$ cat src/rtl/ism_pkg.sv
// Shared types, constants and codes of the interval sieve marker.
package ism_pkg;

    localparam int SEG_SIZE  = 4096;
    localparam int SEG_AW    = $clog2(SEG_SIZE);
    localparam int CNT_W     = SEG_AW + 1;
    localparam int CFG_W     = 48;
    localparam int PRIME_W   = 24;
    localparam int NUM_W     = CFG_W + 1;
    localparam int OFF_W     = PRIME_W + 1;
    localparam int DIV_STEPS = CFG_W;
    localparam int DIV_CW    = $clog2(DIV_STEPS);

    // Item kinds.
    localparam logic [1:0] KIND_CLEAR = 2'd0;
    localparam logic [1:0] KIND_MARK  = 2'd1;
    localparam logic [1:0] KIND_QUERY = 2'd2;

    // Configuration register indexes.
    localparam logic CFG_LOWER = 1'b0;
    localparam logic CFG_UPPER = 1'b1;

    localparam logic [CFG_W-1:0] UPPER_RESET = CFG_W'(SEG_SIZE - 1);

    typedef struct packed {
        logic               start;
        logic [CFG_W-1:0]   dividend;
        logic [PRIME_W-1:0] divisor;
    } t_rem_req;

    typedef struct packed {
        logic               done;
        logic [PRIME_W-1:0] remainder;
    } t_rem_sts;

endpackage

$ cat src/rtl/ism_rem.sv
// Restoring remainder unit: one dividend bit per cycle.
module ism_rem
    import ism_pkg::*;
(
    input  logic     i_clk,
    input  logic     i_rst_n,
    input  t_rem_req i_req,
    output t_rem_sts o_sts
);

    logic                r_busy, n_busy;
    logic                r_done, n_done;
    logic [DIV_CW-1:0]   r_cnt, n_cnt;
    logic [CFG_W-1:0]    r_dvd, n_dvd;
    logic [PRIME_W-1:0]  r_dvs, n_dvs;
    logic [PRIME_W-1:0]  r_rem, n_rem;
    logic [PRIME_W:0]    w_trial;
    logic [PRIME_W:0]    w_diff;

    assign w_trial = {r_rem, r_dvd[CFG_W-1]};
    assign w_diff  = w_trial - {1'b0, r_dvs};

    always_comb begin
        n_busy = r_busy;
        n_done = 1'b0;
        n_cnt  = r_cnt;
        n_dvd  = r_dvd;
        n_dvs  = r_dvs;
        n_rem  = r_rem;
        if (i_req.start) begin
            n_busy = 1'b1;
            n_cnt  = '0;
            n_dvd  = i_req.dividend;
            n_dvs  = i_req.divisor;
            n_rem  = '0;
        end else if (r_busy) begin
            // Subtract when the partial remainder reaches the divisor.
            n_rem = w_diff[PRIME_W] ? w_trial[PRIME_W-1:0] : w_diff[PRIME_W-1:0];
            n_dvd = {r_dvd[CFG_W-2:0], 1'b0};
            n_cnt = r_cnt + 1'b1;
            if (r_cnt == DIV_CW'(DIV_STEPS - 1)) begin
                n_busy = 1'b0;
                n_done = 1'b1;
            end
        end
    end

    always_ff @(posedge i_clk) begin
        if (!i_rst_n) begin
            r_busy <= 1'b0;
            r_done <= 1'b0;
        end else begin
            r_busy <= n_busy;
            r_done <= n_done;
        end
    end

    always_ff @(posedge i_clk) begin
        r_cnt <= n_cnt;
        r_dvd <= n_dvd;
        r_dvs <= n_dvs;
        r_rem <= n_rem;
    end

    assign o_sts.done      = r_done;
    assign o_sts.remainder = r_rem;

endmodule
$ cat config.mk
export PLATFORM = sky130hd
export DESIGN_NAME = ism_rem
export DESIGN_NICKNAME = d
export VERILOG_FILES = /design/src/rtl/ism_pkg.sv /design/src/rtl/ism_rem.sv
export SDC_FILE = /design/constraint.sdc
export NUM_CORES = 1
export LEC_CHECK = 0
export CORE_AREA = 2 2 96 98
export DETAILED_ROUTE_END_ITERATION = 16
export DIE_AREA = 0 0 98 100
export DONT_BUFFER_PORTS = 1
export PLACE_DENSITY = 0.78
export SYNTH_ARGS = -nofsm -noshare
export SYNTH_HDL_FRONTEND = slang
export SYNTH_SLANG_ARGS = --single-unit
$ cat constraint.sdc
create_clock -name i_clk -period 3.76 [get_ports i_clk]
set_clock_uncertainty 0.05 [all_clocks]
set_input_delay 0.188 -clock i_clk [delete_from_list [all_inputs] [get_ports i_clk]]
set_output_delay 0.188 -clock i_clk [all_outputs]
set_load 0.005 [all_outputs]
# Word level (Yosys, flattened, before mapping)
# Index checks and enable logic that the tools add are counted.
# classes
n_eq_ne,1
mux,7
bitwise,2
n_reduce_logical,2
add_sub_neg,2
# op_table
operator,count
$mux 48,2
$sub 25x24->25,1
$mux 24,1
$add 6x1->6 const B,1
$eq 6x6->1 const B,1
$mux 1,4
$reduce_or 3->1,1
$not 1->1,2
$reduce_bool 2->1,1
# word_totals
elab_cells,20
output_inout_bits,25
register_bits,104

# Depth between registers and ports, before layout
# Gate-level depths: netlist of run 1.
# depth
word_depth,4
depth_mapped,14
mapped_depth_nobuf,12

# Worst setup path before layout of run 1
# OpenSTA, ideal clock, no wires.
# synth_path
kind,register to register
startpoint,reg r_dvd[47]
endpoint,reg r_rem[23]
t_arrival_ps,2926
path_stages_with_launch,14
path_buffers,1
path_slack_ps,693
required_time_ps,3619
setup_time_ps,91
cell_sequence,edfxtp_1 inv_1 ha_1 inv_1 fa_1 a211o_1 a211oi_2 o31a_2 o21ai_2 o211a_1 or2_1 buf_6 a311o_1 a311oi_1
# synth_between
elab_chain_cells,2
# synth_lines
element,line_no,rtl
"start, declared",ism_rem.sv:14,"logic [CFG_W-1:0] r_dvd, n_dvd;"
"start signal, assigned",ism_rem.sv:60,r_dvd <= n_dvd;
$sub 25x24->25,ism_rem.sv:21,"assign w_diff = w_trial - {1'b0, r_dvs};"
$mux 24,ism_rem.sv:38,n_rem = w_diff[PRIME_W] ? w_trial[PRIME_W-1:0] : w_diff[PRIME_W-1:0];
"end signal, assigned",ism_rem.sv:62,r_rem <= n_rem;
"end, declared",ism_rem.sv:16,"logic [PRIME_W-1:0] r_rem, n_rem;"
# No other way between the ends.
# A chain may end at the register's enable or synchronous reset.

# Worst setup path in the final report of run 1
# layout_path
startpoint,reg r_dvd[47]
endpoint,reg r_rem[21]
# The elaborated chain is that of the path after synthesis.

==> summary.txt, run 1 <==
STA
  • Unrepaired setup endpoints after global routing: no
  • Final hold viol count: 0
  • Slew Viols, Final: 0
  • Setup TNS Final: 0 ns
  • Setup violators final: 0
  • Max Freq: 287.3 MHz
  • Slew margin rel.: 27.34%
  • Period utilisation layout: 92.59%
  • Worst slew pin tran: 1.086 ns
  • Post-route worst setup slack: 0.2787 ns
  • Period minus WS final: 3.481 ns

Place
  • Port Buffers: 0
  • Hpwl dp: 7213 um
  • GP Congestion: 0.8632
  • Dpl ws: 0.3875 ns

Clock tree
  • CTS max path bufs: 2
  • CTS tree: done
  • Clock tree root driver cell: clkbuf_8
  • CTS sink count: 104
  • Clk_lat worst skew: 0.37 ns
  • CTS HTree Levels: 3
  • Post_cts resized: 0
  • Clock buffer count from CTS: 9
  • Worst-path clk slew: 0.11 ns

Worst setup path
  • Chain of cells forming the critical path: inv_1, ha_1, inv_1, fa_1, a211o_1, a211oi_2, o31a_2, o21ai_2, o211ai_1, or2_1, nand2_1, a311oi_1
  • CP delay by family, top: compound AO/OA/AOI/OAI gates
  • Largest stage delay, worst path: 0.48 ns
  • Crit path arrival time: 3.69 ns
  • Worst EP required: 3.97 ns
  • Critical path peak fanout: 12
  • Buf/Inv on CP: 2
  • CP Class: reg2reg
  • Worst setup SP type: flop
  • CP Capture Type: flop
  • Crit path top cell by count: inv_1
  • Highest-delay cell along the critical path: or2_1

Synth
  • Mean Syn Cell Area: 11.34 um^2
  • Synth Flop Type: edfxtp_1
  • List of most frequent post-synthesis cells: edfxtp_1, mux2_2, nand2_1, nor2_1, dfxtp_1
  • Number of synthesized register bits: 104
  • Post-synthesis cell area: 0.005431 mm^2
  • Netlist cell types: 52
  • Top cell type's share of synthesized area: 39.81%
  • Post-synth EDFFs: 72
  • Synth async-reset ratio: 0%
  • Sequential cell area fraction in the yosys report: 51.60%
  • Post-Syn Instances: 479
  • Top-count cell post-synth: edfxtp_1
  • Synthesis Warnings: 0
  • Synth area leaders: edfxtp_1, dfxtp_1, mux2_2
  • Post-Syn Nets: 580
  • Yosys top cell by area: edfxtp_1

Pwr
  • Leak: 2.620 nW
  • Pwr/cell area: 421.1 mW/mm^2
  • Peak supply drop: 0.2611 mV

Global routing
  • Initial antenna violation count: 1
  • Grt total ovfl: 0
  • First-pass GRT wire length: 20220 um
  • Largest net degree at the start of global routing: 61
  • Vias in the first global route: 4150
  • Total GRT Usage: 26.53%

Routing
  • Drt drc: 0
  • Via Count: 4040
  • Via/cell ratio: 6.039
  • DRT iter0 DRCs: 207
  • ANT nets after route: 0
  • DR pass1 iterations: 5
  • Avg WL per Cell: 19.44 um
  • Routed WL: 13010 um

Outcome
  • Outcome: complete, no violations

Hold path
  • HP Class: in2reg

Die
  • Core area: 0.008890 mm^2
  • Die X-Extent: 98 um
  • Die area: 0.009800 mm^2
  • Die H: 100 um
  • Starting Density: 61.10%
  • Ports: 100
  • Row count: 35

Cells and area
  • Multi-input gate area: 0.002420 mm^2
  • Fin nets: 653
  • Seq. cell area: 0.002803 mm^2
  • Layout fillers: 602
  • Area growth, synth to finish: 20.59%
  • Fraction of layout cells with a size suffix above 1: 13.46%

Job
  • Max Cap Violations: 0
## placed cells by master (no fill, tap or decap), drive strengths merged, types with 2 or more instances in the layout
master	netlist	routed
a211oi	11	11
a21o	11	11
a21oi	24	24
a311oi	10	10
a31o	2	2
a31oi	3	3
a41oi	2	2
and2	4	4
and3	9	9
buf	6	5
clkbuf	17	9
clkinv	1	3
dfxtp	32	32
dlygate4sd3	0	80
edfxtp	72	72
ha	25	25
inv	28	32
mux2	47	47
mux2i	11	11
nand2	34	34
nand2b	3	3
nand3	11	11
nand4	7	7
nor2	34	34
nor2b	3	3
nor3	4	4
o211a	2	2
o211ai	3	3
o21a	4	4
o21ai	12	12
o311ai	4	4
o31ai	3	3
or2	2	2
or3	3	3
or4	2	2
xnor2	13	13
xor2	10	10
## layer usage
layer  vias to the layer above  routed length, um  GRT usage [%]
li1                       1919                  -              -
met1                      1927               4704          27.03
met2                       156               6682          47.89
met3                        38               1128          10.38
met4                         0                492          12.39
met5                         -                  0              0
## path summary, 6_finish.rpt
kind	start	endpoint	slack, ns	depth (start not counted)
worst max register to register	r_dvd[47]$_DFFE_PP_	r_rem[21]$_SDFFE_PP0P_	0.28	12
worst min-delay path	i_req[72]	r_rem[2]$_SDFFE_PP0P_	0.12	3
worst min register to register	r_cnt[5]$_SDFFE_PP0P_	r_cnt[5]$_SDFFE_PP0P_	0.45	2
worst max-delay path	r_dvd[47]$_DFFE_PP_	r_rem[21]$_SDFFE_PP0P_	0.28	12
## timing repair
item / 4_1_cts / 5_1_grt
setup buffers: 0 / 0
endpoints found under the hold margin: 124 / 0
hold buffers: 81 / 0
## worst min-delay path: cells and delay by family
kind | cells | cell delay [ns]
AO/OA/AOI/OAI | 1 | 0.08
AND/OR/NAND/NOR | 1 | 0.09
buffers and inverters | 1 | 0.15
## area by class of cell
cell class	count	area share [%]
Sequential cell	104	42.79
Multi-Input combinational cell	323	36.94
Timing Repair Buffer	85	13.10
Tap cell	111	2.120
Clock buffer	9	1.891
Inverter	29	1.662
Clock inverter	7	1.452
Antenna cell	1	0.03820
## stage by stage
stage                     cell area [um^2]  hold WS (ns)  util, %  power (W)  cells
after floorplan                       5431        0.2369        -   0.001830    479
after detailed placement              5500        0.2226    61.87   0.001919    571
after global routing                  6550        0.1239    73.68   0.002885    669
after CTS                             6548        0.1090    73.65   0.002756    668
final                                 6550        0.1246    73.68   0.002758    669
after global placement                5500        0.2199    61.87   0.001902    571
## power breakdown
group	switching (W)	internal (W)	leakage [nW]	total (W)
sequential	0.0000631	0.00134	0.981	0.00141
combinational	0.000314	0.000287	1.53	0.000601
clock	0.000422	0.000329	0.111	0.000751
total	0.000800	0.00196	2.62	0.00276
## sequential cells by signal, indices dropped and copies added, names as in the netlist
register  cells
r_dvd        48
r_dvs        24
r_rem        24
r_cnt         6
r_busy        1
r_done        1
## cells by family after synthesis
kind of cell,synth area share [%]
adder cells (fa/ha/maj),6.128
multiplexers,11.77
AO/OA/AOI/OAI,12.81
flip-flops,51.60
AND/OR/NAND/NOR,10.09
XOR/XNOR,3.709
buffers and inverters,3.893
Note: power is estimated with default switching activity, not from simulation.
==> run 2, diff against run 1 <==
==> constraint.sdc (replaced) <==
create_clock -name i_clk -period 3.76 [get_ports i_clk]
set_clock_uncertainty 0.05 [all_clocks]
set_input_delay 0 -clock i_clk [delete_from_list [all_inputs] [get_ports i_clk]]
set_output_delay 0 -clock i_clk [all_outputs]
set_load 0.1 [all_outputs]
==> run 2 against run 1 <==
Global-route usage is 0.69 points lower. Total power is 6.6% higher. Largest power group unchanged. Routed wire length decreased by 4.0%. Maximum frequency up 0.21%. Clock-buffer cell count is the same. Sequential power barely moved. Register-to-register slack barely moved.
==> summary.txt, run 2 (same netlist as run 1, synthesis figures left out) <==
Place
  • Port Buffers: 0 (unchanged)
  • Dpl cells: 594 (+4.0%)
  • GP Congestion: 0.8743 (+1.3%)
  • Hpwl dp: 7851 um (+8.8%)

Hold path
  • HP Class: in2reg
  • Hold endpoint: r_dvs[6]$_DFFE_PP_
  • Cells on Worst Hold Path: 1 (-2)
  • Worst Hold Launch: i_req[72]

Routing
  • Avg WL per Cell: 18.22 um (-6.3%)
  • Via Count: 4051 (+0.27%)
  • DRT iter0 DRCs: 214 (+3.4%)
  • Routed WL: 12480 um (-4.0%)
  • Via/cell ratio: 5.914 (-2.1%)
  • Drt drc: 0 (unchanged)
  • DR pass1 iterations: 5 (unchanged)
  • ANT nets after route: 0 (unchanged)

Global routing
  • Initial antenna violation count: 1 (unchanged)
  • Largest net degree at the start of global routing: 102 (+67%)
  • Vias in the first global route: 4254 (+2.5%)
  • Total GRT Usage: 25.85% (-0.69 points)
  • Grt total ovfl: 0 (unchanged)
  • First-pass GRT wire length: 20220 um (unchanged)

Worst setup path
  • RR Startpoint: r_dvd[47]$_DFFE_PP_
  • Chain of cells forming the critical path: inv_1, ha_1, inv_1, fa_1, a211o_1, a211oi_2, o31a_2, o21ai_2, o211ai_1, or2_1, buf_4, nand2_1, a311oi_1
  • CP Capture Type: flop
  • Largest stage delay, worst path: 0.42 ns (-0.06 ns)
  • Highest-delay cell along the critical path: fa_1
  • CP Class: reg2reg
  • Worst R2R End: r_rem[5]$_SDFFE_PP0P_
  • Worst setup SP type: flop
  • CP delay by family, top: compound AO/OA/AOI/OAI gates
  • Critical Path Stages: 13 (+1)
  • Buf/Inv on CP: 3 (+1)
  • Worst reg2reg setup slack: 0.29 ns (about the same)
  • R2R cell count: 13 (+1)
  • Critical path peak fanout: 10 (-2)
  • Worst EP required: 3.98 ns (about the same)
  • Crit path arrival time: 3.69 ns (about the same)
  • Crit path top cell by count: inv_1

Cells and area
  • Layout fillers: 596 (-1.0%)
  • Fin nets: 669 (+2.5%)
  • Area growth, synth to finish: 22.60%
  • Commonest non-fill, non-tap cell in the layout: dlygate4sd3_1
  • Largest register FFs: 48 (unchanged)
  • Most frequent cells in the layout: dlygate4sd3_1, edfxtp_1, mux2_2
  • Fraction of layout cells with a size suffix above 1: 17.10% (+3.6 points)
  • Final non-filler cell total: 685 (+2.4%)
  • Largest Register: r_dvd
  • Biggest regs: r_dvd: 48 flops, r_dvs: 24 flops, r_rem: 24 flops

Die
  • Ports: 100 (unchanged)
  • Row count: 35 (unchanged)
  • Die H: 100 um (unchanged)
  • Die X-Extent: 98 um (unchanged)
  • Die area: 0.009800 mm^2 (unchanged)
  • Starting Density: 61.10% (unchanged)
  • Core area: 0.008890 mm^2 (unchanged)

STA
  • Period utilisation layout: 92.39% (-0.20 points)
  • Period minus WS final: 3.474 ns (-0.007421 ns)
  • Slew margin rel.: 24.92% (-2.4 points)
  • Worst slew pin tran: 1.125 ns (+0.03870 ns)
  • Unrepaired setup endpoints after global routing: no
  • Slew Viols, Final: 0 (unchanged)
  • Setup TNS Final: 0 ns (unchanged)
  • Final hold viol count: 0 (unchanged)
  • Setup violators final: 0 (unchanged)
  • Max Freq: 287.9 MHz (+0.21%)

Clock tree
  • CTS sink count: 104 (unchanged)
  • Setup Buffers After CTS: 0 (unchanged)
  • Worst-path clk slew: 0.12 ns (about the same)
  • CTS tree: done
  • CTS max path bufs: 2 (unchanged)
  • CTS Hold Buffers Added: 74 (-8.6%)
  • Post_cts resized: 0 (unchanged)
  • Clock buffer count from CTS: 9 (unchanged)
  • Clock tree root driver cell: clkbuf_8
  • CTS HTree Levels: 3 (unchanged)
  • Clk_lat worst skew: 0.38 ns (about the same)

Pwr
  • Cell internal pwr: 0.001928 W (-1.6%)
  • Register share of total power: 47.4% (-3.6 points)
  • Switching Fraction: 34.45% (+5.5 points)
  • Peak supply drop: 0.2318 mV (-11%)
  • Switching power total: 0.001013 W (+27%)
  • Clock Power Share: 25.1% (-2.1 points)
  • Pwr/cell area: 441.7 mW/mm^2 (+4.9%)
  • Leak: 2.711 nW (+3.5%)
  • Comb power frac: 27.5% (+5.7 points)

Outcome
  • Outcome: complete, no violations

Job
  • Max Cap Violations: 0 (unchanged)
[run 2: routing by layer]
layer / vias to the layer above / part of all wire, % / GRT usage, %
met4: 0 / 2.0 / 8.226
met3: 28 / 5.1 / 7.451
met2: 126 / 53 / 47.95
met1: 1944 / 40 / 28.61
li1: 1953 / - / -
met5: - / 0 / 0
[run 2: worst max path at each step]
stage	endpoint	start	slack, ns
final	r_rem[5]$_SDFFE_PP0P_	r_dvd[47]$_DFFE_PP_	0.29
after global routing	r_rem[22]$_SDFFE_PP0P_	r_dvd[47]$_DFFE_PP_	0.02
after CTS	r_rem[22]$_SDFFE_PP0P_	r_dvd[47]$_DFFE_PP_	0.36
after detailed placement	r_rem[22]$_SDFFE_PP0P_	r_dvd[47]$_DFFE_PP_	0.41
after global placement	r_rem[20]$_SDFFE_PP0P_	r_dvd[47]$_DFFE_PP_	0.57
after floorplan	r_rem[23]$_SDFFE_PP0P_	r_rem[1]$_SDFFE_PP0P_	0.30
[run 2: stage by stage]
step | worst slack (ns) | total power, W | instance area [um^2] | util [%] | hold WS, ns
floorplan | 0.2958 | 0.001995 | 5431 | - | 0.04887
global placement | 0.5704 | 0.002105 | 5673 | 63.81 | 0.03100
detailed placement | 0.4118 | 0.002126 | 5673 | 63.81 | 0.03577
CTS | 0.3615 | 0.002933 | 6656 | 74.88 | 0.009580
global route | 0.02079 | 0.003064 | 6659 | 74.91 | 0.02563
finish | 0.2861 | 0.002941 | 6659 | 74.91 | 0.01062
[run 2: worst reg2reg max path, stage by stage, from the launching register on]
cell	delay (ns)
edfxtp_1	0.40
inv_1	0.07
ha_1	0.18
inv_1	0.06
fa_1	0.42
a211o_1	0.32
a211oi_2	0.29
o31a_2	0.21
o21ai_2	0.10
o211ai_1	0.35
or2_1	0.34
buf_4	0.24
nand2_1	0.07
a311oi_1	0.30
[run 2: power groups by stage]
stage,sequential (W),clock (W),combinational (W)
finish,0.00139,0.000739,0.000809
global route,0.00140,0.000790,0.000869
CTS,0.00139,0.000745,0.000798
detailed placement,0.00142,0,0.000711
global placement,0.00141,0,0.000694
floorplan,0.00157,0,0.000424
[run 2: final cells by class]
class	instances	area, um^2	area share [%]
diodes	1	2.502	0.03758
well taps	111	138.9	2.086
multi-input cells	323	2420	36.34
inverters	29	108.9	1.635
clock inverters	7	101.3	1.522
repair buffers	101	960.9	14.43
flip-flops and latches	104	2803	42.09
clock buffers	9	123.9	1.860
==> run 3, diff against run 2 <==
Settings changed: CORE_AREA 2 2 96 98 to 2 2 92 94, DIE_AREA 0 0 98 100 to 0 0 94 96, PLACE_DENSITY 0.78 to 0.84.
Clock period 3.76 ns to 4.5 ns, I/O delays scaled along.
==> run 3 against run 2 <==
Utilization rose by 7.0 points. Total power decreased by 18%. Via count is 2.3% higher. Highest routed layer unchanged. First-iteration DRC count rose by 37%. Routed wire length rose by 4.5%. Die area fell by 7.9%.
==> summary.txt, run 3 (same netlist as run 1, synthesis figures left out) <==
Outcome
  • Outcome: complete, no violations

Worst setup path
  • Setup crit end: r_rem[19]$_SDFFE_PP0P_
  • Worst R2R End: r_rem[19]$_SDFFE_PP0P_
  • CP Capture Type: flop
  • Crit path arrival time: 3.83 ns (+0.14 ns)
  • R2R cell count: 9 (-4)
  • RR Startpoint: r_rem[9]$_SDFFE_PP0P_
  • Critical path peak fanout: 18 (+8)
  • Worst reg2reg setup slack: 0.88 ns (+0.59 ns)
  • Largest stage delay, worst path: 0.68 ns (+0.26 ns)
  • CP Class: reg2reg
  • Highest-delay cell along the critical path: dfxtp_1
  • Worst setup SP type: flop
  • Worst EP required: 4.71 ns (+0.73 ns)
  • Setup crit start: r_rem[9]$_SDFFE_PP0P_
  • Chain of cells forming the critical path: ha_1, a21o_1, a221oi_1, a2bb2oi_1, o21ai_2, o211ai_1, or2_1, nand2_1, a311oi_1

Global routing
  • Grt total ovfl: 0 (unchanged)
  • Vias in the first global route: 4302 (+1.1%)
  • First-pass GRT wire length: 20710 um (+2.4%)
  • Largest net degree at the start of global routing: 102 (unchanged)
  • Total GRT Usage: 29.96% (+4.1 points)
  • Initial antenna violation count: 0 (-1)

Clock tree
  • CTS max path bufs: 2 (unchanged)
  • Clock buffer count from CTS: 9 (unchanged)
  • CTS sink count: 104 (unchanged)
  • Worst-path clk slew: 0.11 ns (about the same)
  • Setup Buffers After CTS: 0 (unchanged)
  • Clk_lat worst skew: 0.37 ns (about the same)
  • CTS tree: done
  • Clock tree root driver cell: clkbuf_8
  • CTS HTree Levels: 3 (unchanged)

Routing
  • Via Count: 4145 (+2.3%)
  • ANT nets after route: 0 (unchanged)
  • Routed WL: 13050 um (+4.5%)
  • Avg WL per Cell: 19.33 um (+6.1%)
  • Drt drc: 0 (unchanged)
  • DR pass1 iterations: 5 (unchanged)
  • DRT iter0 DRCs: 294 (+37%)
  • Via/cell ratio: 6.141 (+3.8%)

STA
  • Max Freq: 275.9 MHz (-4.1%)
  • Final hold viol count: 0 (unchanged)
  • Slew Viols, Final: 0 (unchanged)
  • Setup violators final: 0 (unchanged)
  • Period minus WS final: 3.624 ns (+0.1503 ns)
  • Worst slew pin tran: 1.120 ns (-0.004491 ns)
  • Unrepaired setup endpoints after global routing: no
  • Slew margin rel.: 25.22% (+0.30 points)
  • Period utilisation layout: 80.54% (-12 points)
  • Setup TNS Final: 0 ns (unchanged)

Cells and area
  • Largest Register: r_dvd
  • Commonest non-fill, non-tap cell in the layout: dlygate4sd3_1
  • Biggest regs: r_dvd: 48 flops, r_dvs: 24 flops, r_rem: 24 flops
  • Most frequent cells in the layout: dlygate4sd3_1, edfxtp_1, mux2_2
  • Ant diodes: 0 (-1)
  • Largest register FFs: 48 (unchanged)
  • Final Cell Area: 0.006593 mm^2 (-1.0%)
  • Area growth, synth to finish: 21.38%
  • Fraction of layout cells with a size suffix above 1: 16.49% (-0.61 points)
  • Fin nets: 666 (-0.45%)

Place
  • Port Buffers: 0 (unchanged)
  • Hpwl dp: 7305 um (-7.0%)
  • GP Congestion: 0.8763 (+0.23%)
  • Placed inst area: 0.005643 mm^2 (-0.53%)

Die
  • Die area: 0.009024 mm^2 (-7.9%)
  • Ports: 100 (unchanged)
  • Die X-Extent: 94 um (-4.1%)
  • Row count: 33 (-5.7%)
  • Core area: 0.008051 mm^2 (-9.4%)
  • Starting Density: 67.46% (+6.4 points)
  • Die H: 96 um (-4.0%)

Pwr
  • Leak: 2.680 nW (-1.1%)
  • Pwr/cell area: 367.5 mW/mm^2 (-17%)
  • Peak supply drop: 0.2346 mV (+1.2%)
  • Design Power: 0.002423 W (-18%)

Job
  • Max Cap Violations: 0 (unchanged)

Hold path
  • HP Class: in2reg
[run 3: cell types whose count changed in the layout (fill, tap and decap cells not counted), sizes merged]
cell      change
clkbuf        +1
clkinv        -3
buf           -3
inv           +1
clkinvlp      +1
diode         -1
[run 3: final cells by class]
type	instances	area (um^2)
clock buffers	10	127.6
clock inverters	6	63.81
fillers	476	1459
inverters	29	108.9
multi-input cells	323	2420
flip-flops and latches	104	2803
well taps	105	131.4
repair buffers	98	938.4
[run 3: timing repair]
| item | in CTS | in global routing |
|---|---|---|
| endpoints found under the hold margin | 127 | 0 |
| resized for setup | 0 | 0 |
| hold buffers | 74 | 0 |
[run 3: report_power, final]
group	internal [W]	switching [W]	leakage, nW
Clock	0.000217	0.000359	0.0937
Sequential	0.00112	0.0000543	0.981
Combinational	0.000255	0.000414	1.60
[run 3: per-stage QoR]
| step | cells | hold slack (ns) | util [%] | setup slack, ns |
|---|---|---|---|---|
| 4_1_cts | 675 | 0.007116 | 81.88 | 0.9564 |
| 6_report | 675 | 0.006733 | 81.88 | 0.8758 |
| 3_5_place_dp | 585 | 0.03443 | 70.09 | 1.005 |
| 3_3_place_gp | 585 | 0.03151 | 70.09 | 1.099 |
| 2_1_floorplan | 479 | 0.04887 | - | 1.036 |
| 5_1_grt | 675 | 0.01703 | 81.88 | 0.6429 |
[run 3: how the worst min path moves through the flow]
stage | startpoint | end | slack [ns] | depth (start not counted)
global route | i_req[72] | r_dvs[18]$_DFFE_PP_ | 0.02 | 1
finish | i_req[72] | r_cnt[0]$_SDFFE_PP0P_ | 0.007 | 2
detailed placement | i_req[72] | r_rem[20]$_SDFFE_PP0P_ | 0.03 | 1
global placement | i_req[72] | r_rem[20]$_SDFFE_PP0P_ | 0.03 | 1
CTS | i_req[72] | r_cnt[1]$_SDFFE_PP0P_ | 0.007 | 2
floorplan | i_req[0] | r_dvs[0]$_DFFE_PP_ | 0.05 | 0
[run 3: layer usage]
| metal | up-vias | track usage [%] | routed length [um] |
|---|---|---|---|
| met1 | 1980 | 31.99 | 4895 |
| met5 | - | 0 | 0 |
| met4 | 0 | 10.63 | 396 |
| met3 | 40 | 8.301 | 868 |
| met2 | 178 | 56.61 | 6888 |
| li1 | 1947 | - | - |
[run 3: worst max-delay path: cells and delay by family, from the launching register on]
kind,cells,cell delay [ns]
AO/OA/AOI/OAI,6,1.64
AND/OR/NAND/NOR,2,0.69
flip-flops,1,0.68
adder cells (fa/ha/maj),1,0.45
